--- src/scc_pkg.sv ---
// ----------------------------------------------------------------------------
// scc_pkg
// Types, constants and the month table shared by the seconds/calendar
// converter.
// ----------------------------------------------------------------------------
package scc_pkg;

  typedef enum logic {
    OP_SPLIT = 1'b0,
    OP_BUILD = 1'b1
  } scc_op_t;

  typedef struct packed {
    scc_op_t     opcode;
    logic [31:0] seconds_in;
    logic [3:0]  month_in;
    logic [4:0]  day_in;
    logic [4:0]  hour_in;
    logic [5:0]  minute_in;
    logic [5:0]  sec_in;
  } scc_in_t;

  typedef struct packed {
    logic [24:0] seconds_out;
    logic [3:0]  month_out;
    logic [4:0]  day_out;
    logic [4:0]  hour_out;
    logic [5:0]  minute_out;
    logic [5:0]  sec_out;
    logic        beyond_year;
  } scc_out_t;

  // Stage 0 is the input register, the last stage is the result register.
  localparam int NUM_STAGES = 5;

  typedef struct packed {
    logic [NUM_STAGES-1:0] load;
  } scc_ctrl_t;

  // x / 60 == (x * DIV60_MAGIC) >> DIV60_SHIFT for every 32-bit x.
  localparam logic [31:0] DIV60_MAGIC = 32'h8888_8889;
  localparam int          DIV60_SHIFT = 37;
  // x / 3 == (x * DIV3_MAGIC) >> DIV3_SHIFT for every x below 2^19.
  localparam logic [17:0] DIV3_MAGIC  = 18'd174763;
  localparam int          DIV3_SHIFT  = 19;

  localparam logic [16:0] SECS_PER_DAY  = 17'd86400;
  localparam logic [11:0] SECS_PER_HOUR = 12'd3600;
  localparam logic [5:0]  SECS_PER_MIN  = 6'd60;
  localparam logic [4:0]  HOURS_PER_DAY = 5'd24;
  localparam logic [8:0]  DAYS_PER_YEAR = 9'd365;
  localparam logic [3:0]  LAST_MONTH    = 4'd11;

  // Days in the year before the first day of the given month.
  function automatic logic [8:0] cum_days(input logic [3:0] month);
    logic [8:0] d;
    case (month)
      4'd0:    d = 9'd0;
      4'd1:    d = 9'd31;
      4'd2:    d = 9'd59;
      4'd3:    d = 9'd90;
      4'd4:    d = 9'd120;
      4'd5:    d = 9'd151;
      4'd6:    d = 9'd181;
      4'd7:    d = 9'd212;
      4'd8:    d = 9'd243;
      4'd9:    d = 9'd273;
      4'd10:   d = 9'd304;
      4'd11:   d = 9'd334;
      default: d = 9'd0;
    endcase
    return d;
  endfunction

endpackage

--- src/scc_in_if.sv ---
// ----------------------------------------------------------------------------
// scc_in_if
// Valid/ready channel carrying one conversion request item.
// ----------------------------------------------------------------------------
interface scc_in_if;
  import scc_pkg::*;

  logic    valid;
  logic    ready;
  scc_in_t data;

  modport source (output valid, output data, input ready);
  modport sink   (input valid, input data, output ready);
endinterface

--- src/scc_out_if.sv ---
// ----------------------------------------------------------------------------
// scc_out_if
// Valid/ready channel carrying one conversion result item.
// ----------------------------------------------------------------------------
interface scc_out_if;
  import scc_pkg::*;

  logic     valid;
  logic     ready;
  scc_out_t data;

  modport source (output valid, output data, input ready);
  modport sink   (input valid, input data, output ready);
endinterface

--- src/scc_ctrl.sv ---
// ----------------------------------------------------------------------------
// scc_ctrl
// Valid bits and per-stage load enables of the converter pipeline.
// ----------------------------------------------------------------------------
module scc_ctrl (
  input  logic              clk,
  input  logic              rst,
  input  logic              in_valid,
  output logic              in_ready,
  output logic              out_valid,
  input  logic              out_ready,
  output scc_pkg::scc_ctrl_t ctrl
);
  import scc_pkg::*;

  logic [NUM_STAGES-1:0] valid;
  logic [NUM_STAGES-1:0] ready;

  // A stage may load when it is empty or when its item moves on this cycle.
  always_comb begin
    ready[NUM_STAGES-1] = !valid[NUM_STAGES-1] || out_ready;
    for (int i = NUM_STAGES - 2; i >= 0; i--) begin
      ready[i] = !valid[i] || ready[i+1];
    end
  end

  always_ff @(posedge clk) begin
    if (rst) begin
      valid <= '0;
    end else begin
      if (ready[0]) begin
        valid[0] <= in_valid;
      end
      for (int i = 1; i < NUM_STAGES; i++) begin
        if (ready[i]) begin
          valid[i] <= valid[i-1];
        end
      end
    end
  end

  assign ctrl.load = ready;
  assign in_ready  = ready[0];
  assign out_valid = valid[NUM_STAGES-1];

endmodule

--- src/scc_split.sv ---
// ----------------------------------------------------------------------------
// scc_split
// Breaks a seconds count into whole days, the low five bits of the hour count,
// minutes and seconds with reciprocal multiplies, one multiply per stage.
// ----------------------------------------------------------------------------
module scc_split (
  input  logic               clk,
  input  scc_pkg::scc_ctrl_t ctrl,
  input  logic [31:0]        seconds,
  output logic [15:0]        days,
  output logic [4:0]         hours_lo,
  output logic [5:0]         minute,
  output logic [5:0]         sec
);
  import scc_pkg::*;

  logic [63:0] prod1;
  logic [57:0] prod2;
  logic [34:0] prod3;

  // Stage 1
  logic [26:0] q1;
  logic [5:0]  s_lo;
  // Stage 2
  logic [20:0] q2;
  logic [5:0]  q1_lo;
  logic [5:0]  sec2;

  // Only the low six bits of a remainder below 60 are needed, so the
  // back-multiplication is done modulo 64.
  assign prod1 = 64'(seconds) * 64'(DIV60_MAGIC);
  assign prod2 = 58'(q1) * 58'(DIV60_MAGIC);
  assign prod3 = 35'(q2[20:3]) * 35'(DIV3_MAGIC);

  always_ff @(posedge clk) begin
    if (ctrl.load[1]) begin
      q1   <= prod1[DIV60_SHIFT+26:DIV60_SHIFT];
      s_lo <= seconds[5:0];
    end
    if (ctrl.load[2]) begin
      q2    <= prod2[DIV60_SHIFT+20:DIV60_SHIFT];
      q1_lo <= q1[5:0];
      sec2  <= s_lo - 6'(q1[5:0] * SECS_PER_MIN);
    end
    if (ctrl.load[3]) begin
      // Dividing by 24 is a shift by three and a divide by three.
      days     <= prod3[DIV3_SHIFT+15:DIV3_SHIFT];
      hours_lo <= q2[4:0];
      minute   <= q1_lo - 6'(q2[5:0] * SECS_PER_MIN);
      sec      <= sec2;
    end
  end

endmodule

--- src/scc_rebuild.sv ---
// ----------------------------------------------------------------------------
// scc_rebuild
// Rebuilds a seconds count from month, day, hour, minute and second.
// ----------------------------------------------------------------------------
module scc_rebuild (
  input  logic               clk,
  input  scc_pkg::scc_ctrl_t ctrl,
  input  logic [3:0]         month,
  input  logic [4:0]         day,
  input  logic [4:0]         hour,
  input  logic [5:0]         minute,
  input  logic [5:0]         sec,
  output logic [24:0]        total
);
  import scc_pkg::*;

  logic [3:0]  month_sat;
  logic [4:0]  day_adj;
  logic [8:0]  day_count_next;
  logic [16:0] tod_next;

  logic [8:0]  day_count;
  logic [16:0] tod;
  logic [24:0] total2;

  // Months past December count as December, and day zero counts as day one.
  always_comb begin
    month_sat      = (month > LAST_MONTH) ? LAST_MONTH : month;
    day_adj        = (day == 5'd0) ? 5'd1 : day;
    day_count_next = cum_days(month_sat) + 9'(day_adj) - 9'd1;
    tod_next       = 17'(hour) * 17'(SECS_PER_HOUR) + 17'(minute) * 17'(SECS_PER_MIN)
                   + 17'(sec);
  end

  always_ff @(posedge clk) begin
    if (ctrl.load[1]) begin
      day_count <= day_count_next;
      tod       <= tod_next;
    end
    if (ctrl.load[2]) begin
      total2 <= 25'(day_count) * 25'(SECS_PER_DAY) + 25'(tod);
    end
    if (ctrl.load[3]) begin
      total <= total2;
    end
  end

endmodule

--- src/scc_calendar.sv ---
// ----------------------------------------------------------------------------
// scc_calendar
// Turns a day count into month and day of month, and finishes the hour.
// ----------------------------------------------------------------------------
module scc_calendar (
  input  logic [15:0] days,
  input  logic [4:0]  hours_lo,
  output logic [3:0]  month,
  output logic [4:0]  day,
  output logic [4:0]  hour,
  output logic        beyond_year
);
  import scc_pkg::*;

  logic [3:0] m;
  logic [8:0] day_of_year;

  always_comb begin
    m = 4'd0;
    for (int k = 1; k <= 11; k++) begin
      if (days >= 16'(cum_days(4'(k)))) begin
        m = 4'(k);
      end
    end
    beyond_year = (days >= 16'(DAYS_PER_YEAR));
    day_of_year = days[8:0] - cum_days(m) + 9'd1;
    month       = beyond_year ? 4'd0 : m;
    day         = beyond_year ? 5'd0 : day_of_year[4:0];
    // The remainder is below 24, so five bits of the back-product suffice.
    hour        = hours_lo - 5'(days[4:0] * HOURS_PER_DAY);
  end

endmodule

--- src/seconds_calendar_converter.sv ---
// ----------------------------------------------------------------------------
// seconds_calendar_converter
// Converts a seconds count into month, day, hour, minute and second of a
// non-leap year, or rebuilds the seconds count from those fields.
// ----------------------------------------------------------------------------
//
//   Channel   Dir   Contents
//   -------   ---   ---------------------------------------------------
//   request   in    opcode, seconds_in, month_in, day_in, hour_in,
//                   minute_in, sec_in
//   result    out   seconds_out, month_out, day_out, hour_out,
//                   minute_out, sec_out, beyond_year
//
// One item can be accepted in every cycle. A result passes through the input
// register, three stages with one reciprocal multiply each, and the result
// register before it is offered on the result channel. Reset clears only the
// stage valid bits. A stalled result holds its stage, earlier stages keep
// filling, and the request channel stalls once all five stages are full.
module seconds_calendar_converter (
  input  logic clk,
  input  logic rst,
  scc_in_if.sink    request,
  scc_out_if.source result
);
  import scc_pkg::*;

  scc_ctrl_t   ctrl;
  scc_in_t     in_reg;
  scc_op_t     op1;
  scc_op_t     op2;
  scc_op_t     op3;
  scc_out_t    out_reg;
  scc_out_t    out_next;

  logic [15:0] days;
  logic [4:0]  hours_lo;
  logic [5:0]  minute;
  logic [5:0]  sec;
  logic [24:0] total;
  logic [3:0]  cal_month;
  logic [4:0]  cal_day;
  logic [4:0]  cal_hour;
  logic        cal_beyond;

  scc_ctrl u_ctrl (
    .clk       (clk),
    .rst       (rst),
    .in_valid  (request.valid),
    .in_ready  (request.ready),
    .out_valid (result.valid),
    .out_ready (result.ready),
    .ctrl      (ctrl)
  );

  always_ff @(posedge clk) begin
    if (ctrl.load[0]) begin
      in_reg <= request.data;
    end
    if (ctrl.load[1]) begin
      op1 <= in_reg.opcode;
    end
    if (ctrl.load[2]) begin
      op2 <= op1;
    end
    if (ctrl.load[3]) begin
      op3 <= op2;
    end
    if (ctrl.load[NUM_STAGES-1]) begin
      out_reg <= out_next;
    end
  end

  scc_split u_split (
    .clk      (clk),
    .ctrl     (ctrl),
    .seconds  (in_reg.seconds_in),
    .days     (days),
    .hours_lo (hours_lo),
    .minute   (minute),
    .sec      (sec)
  );

  scc_rebuild u_rebuild (
    .clk    (clk),
    .ctrl   (ctrl),
    .month  (in_reg.month_in),
    .day    (in_reg.day_in),
    .hour   (in_reg.hour_in),
    .minute (in_reg.minute_in),
    .sec    (in_reg.sec_in),
    .total  (total)
  );

  scc_calendar u_calendar (
    .days        (days),
    .hours_lo    (hours_lo),
    .month       (cal_month),
    .day         (cal_day),
    .hour        (cal_hour),
    .beyond_year (cal_beyond)
  );

  always_comb begin
    out_next = '0;
    if (op3 == OP_BUILD) begin
      out_next.seconds_out = total;
    end else begin
      out_next.month_out   = cal_month;
      out_next.day_out     = cal_day;
      out_next.hour_out    = cal_hour;
      out_next.minute_out  = minute;
      out_next.sec_out     = sec;
      out_next.beyond_year = cal_beyond;
    end
  end

  assign result.data = out_reg;

`ifndef SYNTH
  a_build_clears_time: assert property (@(posedge clk) disable iff (rst)
    result.valid && result.data.seconds_out != 25'd0 |->
      result.data.hour_out == 5'd0 && result.data.minute_out == 6'd0 &&
      result.data.sec_out == 6'd0 && !result.data.beyond_year)
    else $error("rebuilt seconds item carries time-of-day fields");

  a_beyond_clears_date: assert property (@(posedge clk) disable iff (rst)
    result.valid && result.data.beyond_year |->
      result.data.month_out == 4'd0 && result.data.day_out == 5'd0)
    else $error("item beyond one year carries a date");

  a_time_in_range: assert property (@(posedge clk) disable iff (rst)
    result.valid |->
      result.data.hour_out < HOURS_PER_DAY && result.data.minute_out < SECS_PER_MIN &&
      result.data.sec_out < SECS_PER_MIN)
    else $error("time field out of range");

  a_day_zero_month_zero: assert property (@(posedge clk) disable iff (rst)
    result.valid && result.data.day_out == 5'd0 |-> result.data.month_out == 4'd0)
    else $error("month set without a day of month");

  a_full_pipe_stalls: assert property (@(posedge clk) disable iff (rst)
    result.valid && !result.ready && (&ctrl.load) |-> 1'b0)
    else $error("stalled result stage still loading");
`endif

endmodule
--- src/flat_wrapper.sv ---
// flat-port wrapper written by rule: the top's interface ports become plain ports
module seconds_calendar_converter_flat import scc_pkg::*;
  (clk, rst, request_valid, request_data, request_ready, result_valid, result_data, result_ready);
  scc_in_if request_i ();
  scc_out_if result_i ();
  input  logic clk;
  input  logic rst;
  input wire logic [$bits(request_i.valid)-1:0] request_valid;
  input wire logic [$bits(request_i.data)-1:0] request_data;
  output wire logic [$bits(request_i.ready)-1:0] request_ready;
  output wire logic [$bits(result_i.valid)-1:0] result_valid;
  output wire logic [$bits(result_i.data)-1:0] result_data;
  input wire logic [$bits(result_i.ready)-1:0] result_ready;
  assign request_i.valid = request_valid;
  assign request_i.data = request_data;
  assign request_ready = request_i.ready;
  assign result_valid = result_i.valid;
  assign result_data = result_i.data;
  assign result_i.ready = result_ready;
  seconds_calendar_converter u_core (.clk(clk), .rst(rst), .request(request_i), .result(result_i));
endmodule
--- config.mk ---
export PLATFORM = sky130hd
export DESIGN_NAME = seconds_calendar_converter_flat
export DESIGN_NICKNAME = d
export VERILOG_FILES = /design/src/scc_pkg.sv /design/src/scc_in_if.sv /design/src/scc_out_if.sv /design/src/scc_ctrl.sv /design/src/scc_split.sv /design/src/scc_rebuild.sv /design/src/scc_calendar.sv /design/src/seconds_calendar_converter.sv /design/src/flat_wrapper.sv
export SDC_FILE = /design/constraint.sdc
export NUM_CORES = 2
export LEC_CHECK = 0
export BUFFER_PORTS_ARGS = -buffer_cell sky130_fd_sc_hd__buf_2
export CELL_PAD_IN_SITES_DETAIL_PLACEMENT = 1
export CELL_PAD_IN_SITES_GLOBAL_PLACEMENT = 1
export CORE_MARGIN = 1
export CORE_UTILIZATION = 48
export DETAILED_ROUTE_END_ITERATION = 7
export PLACE_DENSITY = 0.77
export SLEW_MARGIN = 25
export SYNTH_ARGS = -nofsm -noshare
export SYNTH_HDL_FRONTEND = slang
export SYNTH_HIERARCHICAL = 1
export SYNTH_SLANG_ARGS = --single-unit
--- constraint.sdc ---
create_clock -name clk -period 6.5 [get_ports clk]
set_input_delay 1.3 -clock clk [delete_from_list [all_inputs] [get_ports clk]]
set_output_delay 1.3 -clock clk [all_outputs]
set_load 0.005 [all_outputs]
* After elaboration in Yosys (flattened, before gate mapping)
Memory sizes are Yosys's and may differ from the RTL's. Cells that the tools add are included.
Storage, ports and cells: flip-flop bits (word level) 294, memory bits (read-only) 288, bits of input ports 63, output and inout bits 54, word-level logic and storage cells 94, memories kept 2
Memories:
- (name not given) | depth 16, bits a word 9, rd ports 1, clocked after memory_dff 0, wr ports 0, RTL line scc_pkg.sv:57 | case (month)
- (name not given) | depth 16, bits a word 9, rd ports 1, clocked after memory_dff 0, wr ports 0, RTL line scc_pkg.sv:57
Cells by class: add/sub/neg operators 10, $mul 9, magnitude comparators 13, multiplexer cells 13, reduce and logical (&&, ||, !) cells 12
Operators by type and width (count):
- $ge 16x8->1 const B | 4
- $ge 16x9->1 const B | 4
- $mul 32x32->64 const B | 1
- $mul 27x32->58 const B | 1
- $mux 4 | 11
- $mul 18x18->35 const B | 1
- $ge 16x7->1 const B | 2
- $add 25x17->25 | 1
- $mul 9x10->18 const B | 1
- $add 17x12->17 | 1
- $add 17x6->17 | 1
- $ge 16x5->1 const B | 1
- $ge 16x6->1 const B | 1
- $mul 5x8->13 const B | 1
- $mul 6x4->4 const B | 2
- $sub 6x6->6 | 2
- $mul 6x4->10 const B | 1
- $sub 5x5->5 | 2
- $add 9x5->9 | 1
- $sub 9x1->9 const B | 1
- $add 5x1->5 const B | 1
- $logic_not 1->1 | 5
- $logic_not 5->1 | 1
- $logic_or 1x1->1 | 5
- 5 further kinds | 5

* Longest topological paths before layout
An unclocked memory read counts as a cell.
word-level depth 15, mapped depth 23, mapped depth without buffers 23

* By module
The synthesis kept the hierarchy.
By module, submodules not included:
- scc_split | instances 1, cells an instance 2499, area each 25359.3 sq um, sequential area each 2972.9 sq um
- scc_rebuild | instances 1, cells an instance 569, area each 6477.5 sq um, sequential area each 2282.2 sq um
- seconds_calendar_converter | instances 1, cells an instance 171, area each 3773.6 sq um, sequential area each 3423.3 sq um
- scc_calendar | instances 1, cells an instance 115, area each 833.3 sq um, sequential area each 0.0 sq um
- scc_ctrl | instances 1, cells an instance 23, area each 219.0 sq um, sequential area each 100.1 sq um

* Worst setup path after synthesis
Ideal clock, no wire load.
path kind register -> register, from register u_core/in_reg[27] (netlist name), to register u_core.u_split.q1[23] (data pin), library setup time 0.273 ns, arrival time 6.293 ns, required time 6.227 ns, path slack -0.066 ns, stages on the path, launching flop included 24, buffers on the path 0, period minus slack after synthesis 6.566 ns, cell sequence edfxtp_1 -> ha_1 -> inv_1 -> fa_1 -> inv_1 -> fa_1 -> inv_1 -> fa_1 -> fa_1 -> inv_1 -> fa_1 -> inv_1 -> fa_1 -> inv_1 -> ha_1 -> and4_4 -> nand2_4 -> nor4_4 -> nand3b_2 -> o221ai_2 -> a41oi_2 -> o31a_1 -> o2111ai_1 -> o311ai_2
On the way: longest elaborated chain between the ends 1
Ends and longest elaborated chain:
- start: declaration | RTL line seconds_calendar_converter.sv:28 | scc_in_t in_reg;
- start signal: assignment | RTL line seconds_calendar_converter.sv:57 | in_reg <= request.data;
- $mul 32x32->64 | RTL line scc_split.sv:31 | assign prod1 = 64'(seconds) * 64'(DIV60_MAGIC);
- net u_core.u_split.prod1[60] | RTL line scc_split.sv:17 | logic [63:0] prod1;
- end signal: assignment | RTL line scc_split.sv:37 | q1 <= prod1[DIV60_SHIFT+26:DIV60_SHIFT];
- end: declaration | RTL line scc_split.sv:22 | logic [26:0] q1;
The timed path passes the listed nets, and every way through them passes these cells. A chain may end at the register's enable or synchronous reset.

* Final worst setup path
from register u_core/in_reg[31] (netlist name), to register u_core.u_split.q1[22] (data pin)
Same word-level chain as after synthesis.

==> results.py <==
metrics = {
    "logic_synthesis": {
        "syn_area_um2": 36700,
        "yosys.area.top_type_share_pct": 26.8,
        "syn_avg_cell_area_um2": 10.9,
        "synth-compound-area-share_pct": 8.69,
        "synthArstFlopShare_pct": 0,
        "synth_area_leaders": "ha_1 (27%), edfxtp_1 (24%), fa_1 (22%)",
        "ys_seq_area_share_pct": 23.9,
        "synth_cell_types": 107,
        "synth_xor_area_share_pct": 3.34,
        "ys_seq_elements": 294,
        "synth_nets": 4624,
        "synth_top_family_by_area": "adder cells",
        "post_synth_inst_count": 3377,
        "yosys_warnings": 6,
        "synth_top_area_cell": "ha_1",
        "synthSimpleGateAreaFrac_pct": 5.98,
        "synthFlopType": "edfxtp_1",
        "synth_mux_area_share_pct": 0.195,
        "synth-adder-area-share_pct": 48.6,
        "synth_edf_count": 289,
    },
    "cts": {
        "cts_tree": "done",
        "numCtsBuffers": 38,
        "clkTransAtPathRegs_ns": 0.06,
        "ctsRootBufferMaster": "clkbuf_16",
        "ctsHoldBuffers": 0,
        "worstSkewPairLatency_ns": 0.57,
        "cts-htree-levels": 2,
        "clockBufferDepth": 3,
        "clock_sink_count": 294,
    },
    "route": {
        "vias": 24700,
        "drcViolationCount": 0,
        "vias_per_cell": 5.38,
        "routed_wl_um": 92300,
        "ant_nets": 0,
        "dr.pass1.iters": 5,
        "drt_iter0_drc": 1079,
        "wire_per_inst_um": 20.1,
    },
    "critical_path": {
        "arrival_ns": 6.80,
        "critPathRequiredTime_ns": 6.80,
        "path_max_fanout": 5,
        "criticalPathCategory": "reg2reg",
        "end_kind": "register",
        "start_kind": "register",
    },
    "sta": {
        "hold_viol": 0,
        "period_needed_ns": 6.49,
        "finalCritPeriodShare_pct": 99.9,
        "clock-skew-final_ns": 0.0236,
        "slew_violations": 0,
        "worstMarginPinSlew_ns": 0.853,
        "whs_ns": 0.410,
        "slew_headroom_pct": 42.3,
        "setup_viol": 0,
        "max_freq_mhz": 154,
        "rsz0062_at_grt": "yes",
    },
    "grt": {
        "grt_usage_pct": 24.3,
        "antenna_found_initial": 1,
        "grt_pass1_vias": 27700,
        "grt_max_degree": 60,
        "grt_remaining_overflow": 0,
        "grt_pass1_wl_um": 147000,
    },
    "placement": {
        "gp_congestion": 0.929,
        "hpwl_um": 78300,
        "io_buffers": 116,
        "dp_cells": 4505,
        "placed_cell_area_um2": 38800,
    },
    "status": {
        "status": "complete, no violations",
    },
    "floorplanning": {
        "io-pin-count": 117,
        "rows": 100,
        "core_um2": 74900,
        "initial_utilization_pct": 48.9,
        "die_y_um": 278,
        "die-area_um2": 77500,
        "die_w_um": 278,
    },
    "finish": {
        "final_area_um2": 40500,
        "largest_register_ffs": 59,
        "final_common_cell": "inv_1",
        "fin_nets": 4845,
        "post-route-util_pct": 54.0,
        "area_growth_pct": 10.5,
        "fill_cells": 8119,
        "final_cell_mix": "inv_1 (857), ha_1 (777), fa_1 (400), edfxtp_1 (289), a21oi_1 (148)",
        "antenna_cells": 0,
        "instances_no_fill": 4595,
        "drive_above_1_share_pct": 9.76,
    },
    "worst_hold_path": {
        "hold_class": "reg2reg",
    },
    "job": {
        "max-cap-violations": 0,
    },
}
[cells in the mapped netlist, types with 10 or more instances]
library cell	number
nand2b_1	10
fa_1	400
nand2_1	75
nand3_1	39
and3_1	12
xor2_1	48
a211oi_1	14
nor2b_1	41
xnor2_1	90
nand4_1	19
nor3_1	22
o21bai_1	23
a21o_1	78
ha_1	784
o211ai_1	17
a21oi_1	152
o31ai_1	12
edfxtp_1	289
inv_1	862
and2_1	35
o21a_1	17
o21ai_0	59
nor2_1	77
and4_1	10
a31oi_1	16
[logic make-up after synthesis]
| logic type | Yosys count |
|---|---|
| fa+ha+maj | 1184 |
| mux | 7 |
| compound gates | 468 |
| xor+xnor | 139 |
| simple gates | 397 |
| buf+inv | 888 |
| flops | 294 |
[through the flow]
step | setup slack [ns] | TNS, ns
after detailed placement | -0.300 | -2.64
after global placement | -0.173 | -1.07
after floorplan | 0.0236 | 0
after global routing | -0.161 | -0.776
final | 0.00699 | 0
after CTS | -0.0251 | -0.0462
[worst paths after layout]
check / startpoint / to / slack [ns] / cells past startpoint
max: u_core/in_reg[31] / u_core/u_split/q1[22] / 0.007 / 23
min: u_core/u_rebuild/total2[16] / u_core/u_rebuild/total[16] / 0.41 / 0
max reg2reg: u_core/in_reg[31] / u_core/u_split/q1[22] / 0.007 / 23
min reg2reg: u_core/u_rebuild/total2[16] / u_core/u_rebuild/total[16] / 0.41 / 0
[final cells by class]
type                       count  area [um^2]  area share [%]
tap                          969         1210            2.99
multi-input combinational   2195        24700            61.1
clock inverter                26          307           0.757
clock buffer                  42          966            2.38
timing repair buffer         206         1260            3.10
inverter                     863         3240            8.00
sequential                   294         8780            21.7
[timing repair]
item	CTS	global route
gates resized for setup	12	29
setup buffers	5	17
setup endpoints to repair	18	25
hold endpoints to repair	0	0
pin swaps	17	15
[critical path, cell delays in order (launching register included)]
cell and delay (ns):
edfxtp_1 0.44, ha_4 0.30, inv_2 0.03, fa_1 0.52, inv_1 0.07, fa_1 0.50
inv_2 0.04, fa_1 0.48, fa_1 0.50, inv_2 0.04, fa_1 0.52, inv_2 0.04
fa_1 0.51, inv_2 0.05, ha_4 0.26, and4_4 0.22, nand2_4 0.08, nor4_4 0.34
nand3b_4 0.13, o221ai_4 0.20, a41oi_2 0.17, o31a_1 0.37, o21a_1 0.27, xnor2_1 0.13
[layer usage]
layer	up-vias	wire length, um	GRT usage [%]
li1	11700	-	-
met1	12500	40300	30.6
met2	404	46600	43.6
met3	150	2810	2.69
met4	2	2560	7.13
met5	-	8	0
Power is not shown: default switching activity piles up to over one toggle a cycle in this logic, so the estimate is an artifact.
